### src/rtl/assert_macros.svh
// Assertion macros used by the list manager core.
`ifndef ASSERT_MACROS_SVH
`define ASSERT_MACROS_SVH

// Checked on every rising edge, ignored while reset is high.
`define ALM_CHECK(label, prop, msg) \
  label: assert property (@(posedge clk) disable iff (rst) prop) \
    else $error(msg);

// Checked on every rising edge, reset included.
`define ALM_CHECK_ALWAYS(label, prop, msg) \
  label: assert property (@(posedge clk) prop) \
    else $error(msg);

`endif

### src/rtl/alm_pkg.sv
`timescale 1ns / 1ps
// ----------------------------------------------------------------------------
// alm_pkg
// Types, codes and defaults shared by the array linked list manager.
// ----------------------------------------------------------------------------
package alm_pkg;

  localparam int CAPACITY_DEF = 256;
  localparam int KEY_BITS_DEF = 32;

  localparam int REQ_W  = 3;
  localparam int IDX_W  = 8;
  localparam int KEY_W  = 32;
  localparam int STAT_W = 2;

  localparam logic [REQ_W-1:0] REQ_BEFORE = 3'd0;
  localparam logic [REQ_W-1:0] REQ_AFTER  = 3'd1;
  localparam logic [REQ_W-1:0] REQ_PUSH   = 3'd2;
  localparam logic [REQ_W-1:0] REQ_POP    = 3'd3;
  localparam logic [REQ_W-1:0] REQ_REMOVE = 3'd4;
  localparam logic [REQ_W-1:0] REQ_SORTED = 3'd5;
  localparam logic [REQ_W-1:0] REQ_FIND   = 3'd6;
  localparam logic [REQ_W-1:0] REQ_SPARE  = 3'd7;

  localparam logic [STAT_W-1:0] ST_OK   = 2'd0;
  localparam logic [STAT_W-1:0] ST_BAD  = 2'd1;
  localparam logic [STAT_W-1:0] ST_FULL = 2'd2;
  localparam logic [STAT_W-1:0] ST_MISS = 2'd3;

  typedef enum logic [3:0] {
    S_CLEAR,
    S_IDLE,
    S_CHECK,
    S_WALK,
    S_FREE,
    S_TAKE,
    S_LINK,
    S_RELEASE,
    S_DONE
  } alm_state_t;

  // Result of the shared key comparator.
  typedef struct packed {
    logic gt;
    logic eq;
  } alm_cmp_t;

endpackage

### src/rtl/alm_keycmp.sv
`timescale 1ns / 1ps
// ----------------------------------------------------------------------------
// alm_keycmp
// Shared unsigned key comparator used by every step of a list walk.
// ----------------------------------------------------------------------------
module alm_keycmp #(
  parameter int KEY_BITS = alm_pkg::KEY_BITS_DEF
) (
  input  logic [KEY_BITS-1:0] stored,
  input  logic [KEY_BITS-1:0] probe,
  output alm_pkg::alm_cmp_t   res
);

  assign res.gt = stored > probe;
  assign res.eq = stored == probe;

endmodule

### config.mk
export PLATFORM = sky130hd
export DESIGN_NAME = alm_keycmp
export DESIGN_NICKNAME = d
export VERILOG_FILES = /design/src/rtl/assert_macros.svh /design/src/rtl/alm_pkg.sv /design/src/rtl/alm_keycmp.sv
export SDC_FILE = /design/constraint.sdc
export NUM_CORES = 1
export LEC_CHECK = 0
export BUFFER_PORTS_ARGS = -buffer_cell sky130_fd_sc_hd__buf_2
export CAP_MARGIN = 25
export CORE_MARGIN = 2
export CORE_UTILIZATION = 42
export DETAILED_ROUTE_END_ITERATION = 8
export GPL_TIMING_DRIVEN = 0
export PLACE_DENSITY = 0.94
export SYNTH_ARGS = -nofsm -noshare
export SYNTH_HDL_FRONTEND = slang
export SYNTH_SLANG_ARGS = --single-unit
### constraint.sdc
create_clock -name vclk -period 1.5
set_input_delay 0.15 -clock vclk [all_inputs]
set_output_delay 0.15 -clock vclk [all_outputs]
set_load 0.05 [all_outputs]
==> impl_results.md <==
- Result of the run: finished with violations
- Failing checks: setup timing
- Seq cells: 0
- Horiz. Die Dim: 48.7 um
- Chip Height: 48.7 um
- Worst path max stage delay: 270 ps
- Hold Buf Count CTS: 0
- Most frequent cells in the layout: 48 x buf_2, 27 x ha_4, 16 x buf_6
- Area of the multi-input gates: 1120 um2
- Starting density of the core: 0.437
- Post-layout minimum cycle time: 1860 ps
- Post-Syn Area: 840 um2
- First-pass GRT wire length: 4350 um
- Worst hold stages: 5
- Final core utilization: 0.933
- Final net count: 280
- Ant diodes: 0
- Pwr Density: 288 nW/um2
- WHS: 929 ps
- Final hold vios: 0
- DR pass1 iterations: 4
- Cell-internal power: 0.000276 W
- DR WL/cell: 17.5 um
- Sw Ratio: 0.465
- Drt total wl: 3650 um
- Initial antenna violation count: 0
- Distinct cells, synth: 22
- Post-synthesis sequential area ratio: 0
- Final ANT Viol Nets: 0
- Slowest stage cell, crit path: o41ai_4
- Setup WS post-layout: -355 ps
- Grt ovf: 0
- I/O pin total: 66
- Layout cells sized above 1: 0.714
- Clk pwr share: 0
- Hold path endpoint: res[1]
- Final setup violating endpoints: 2
- Avg Cell Area, Syn: 7.63 um2
- Max_cap viols: 0
- Row count: 16
- Worst slew pin tran: 494 ps
- Hold WC Path Type: input port to output pin
- Tot GR Track Use: 0.218
- I/O Buffers: 66
- Final setup TNS: -510 ps
- Mapped Cells: 110
- Fin crit share: 1.24
- Most common cell after layout, fill and taps aside: buf_2
- Vias in the first global route: 1133
- Psw: 0.000240 W
- Kind of start point of the critical path: input port
- Crit path DAT: 1710 ps
- CP endpoint kind: output pin
- Vias: 1129
- Syn nets: 206
- CP max FO: 3
- Placed inst area: 1420 um2
- Relative slew slack: 0.668
- DP Wirelength: 2070 um
- Register area: 0 um2
- Clk_buf instances: 0
- Die area: 2370 um2
- Synthesis Warnings: 0
- Required time of the worst setup path: 1350 ps
- DRC: 0
- Area of the core: 1920 um2
- Via density: 5.40
- Power Total: 0.000516 W
- CP Class: input port to output pin
- Critical path, cell by cell: buf_2 > inv_1 > ha_4 > a21oi_1 > nand2_1 > a21o_1 > o41ai_4 > a31oi_4 > buf_6
- Fmax: 539 MHz
- Initial DRC Count: 10
- RSZ-0062 raised after global routing: yes
- Largest net degree at the start of global routing: 4
- Fill cells: 72
- Worst Hold Launch: stored[31]
- Layout area overhead: 114%
- Lkg Pwr: 0.856 nW
- Worst VDD drop: 223 uV
- Seq pwr share: 0
- GP Congestion: 0.651
- Final instance area: 1790 um2
- Fin. max-slew vios: 0
- Comb pwr share: 1.000
- Setup crit start: probe[14]
-- synthesized netlist by cell type --
cell / n / area, um2
and4_1: 1 / 8.76
inv_1: 32 / 120
a21boi_0: 1 / 7.51
nor4_4: 1 / 21.3
nor3_1: 1 / 5.00
nand4_1: 6 / 37.5
a21oi_1: 10 / 50.1
a21oi_2: 1 / 8.76
a21o_1: 5 / 37.5
nand3_1: 6 / 30.0
o211ai_1: 1 / 7.51
nor2_1: 1 / 3.75
a211oi_1: 2 / 15.0
nand2_1: 2 / 7.51
and3_1: 1 / 6.26
a21boi_2: 1 / 11.3
o41ai_2: 1 / 16.3
ha_1: 32 / 400
a31oi_1: 1 / 6.26
nor2b_1: 1 / 6.26
o31ai_1: 1 / 7.51
nand4_2: 2 / 25.0
-- layout make-up --
| type | count | share of cell area |
|---|---|---|
| Inverter | 32 | 0.0865 |
| Multi-Input combinational cell | 78 | 0.622 |
| Tap cell | 27 | 0.0188 |
| Timing Repair Buffer | 72 | 0.272 |
-- power groups by stage --
stage               sequential (W)  clock, W  combinational (W)
finish                           0         0           0.000516
global route                     0         0           0.000557
CTS                              0         0           0.000448
detailed placement               0         0           0.000358
global placement                 0         0           0.000331
floorplan                        0         0           0.000209
-- kinds of logic after synthesis --
kind of cell,after synthesis,share of synthesized area
AND/OR/NAND/NOR,22,0.180
adder cells (fa/ha/maj),32,0.477
AO/OA/AOI/OAI,24,0.200
buffers and inverters,32,0.143
-- layer usage --
metal	part of all wire	track usage	up-vias	routed length (um)
met2	0.58	0.491	42	2120
met5	0	0	-	0
met4	0.015	0.0381	0	56
met3	0.036	0.0216	6	133
met1	0.37	0.200	544	1340
li1	-	-	537	-
-- critical path: cells and delay by family --
family	cells	cell delay [ps]
simple gates	1	110
fa+ha+maj	1	230
buf+inv	3	360
compound gates	4	850
-- through the flow --
step | instances | setup slack [ps]
5_1_grt | 209 | -450
2_1_floorplan | 110 | -103
6_report | 209 | -355
3_3_place_gp | 203 | -411
4_1_cts | 206 | -252
3_5_place_dp | 203 | -435
-- worst max path at each step --
stage	endpoint	slack [ps]	cells past startpoint
after global placement	res[1]	-410	8
after detailed placement	res[1]	-430	8
after global routing	res[1]	-450	9
after floorplan	res[1]	-100	6
final	res[1]	-360	9
after CTS	res[1]	-250	9
-- repair_timing --
item                       in CTS  in global routing
pin swaps                      18                  6
gates resized for setup        33                 15
buffers inserted                3                  3
setup endpoints to repair       2                  2
(Power assumes the default switching activity.)
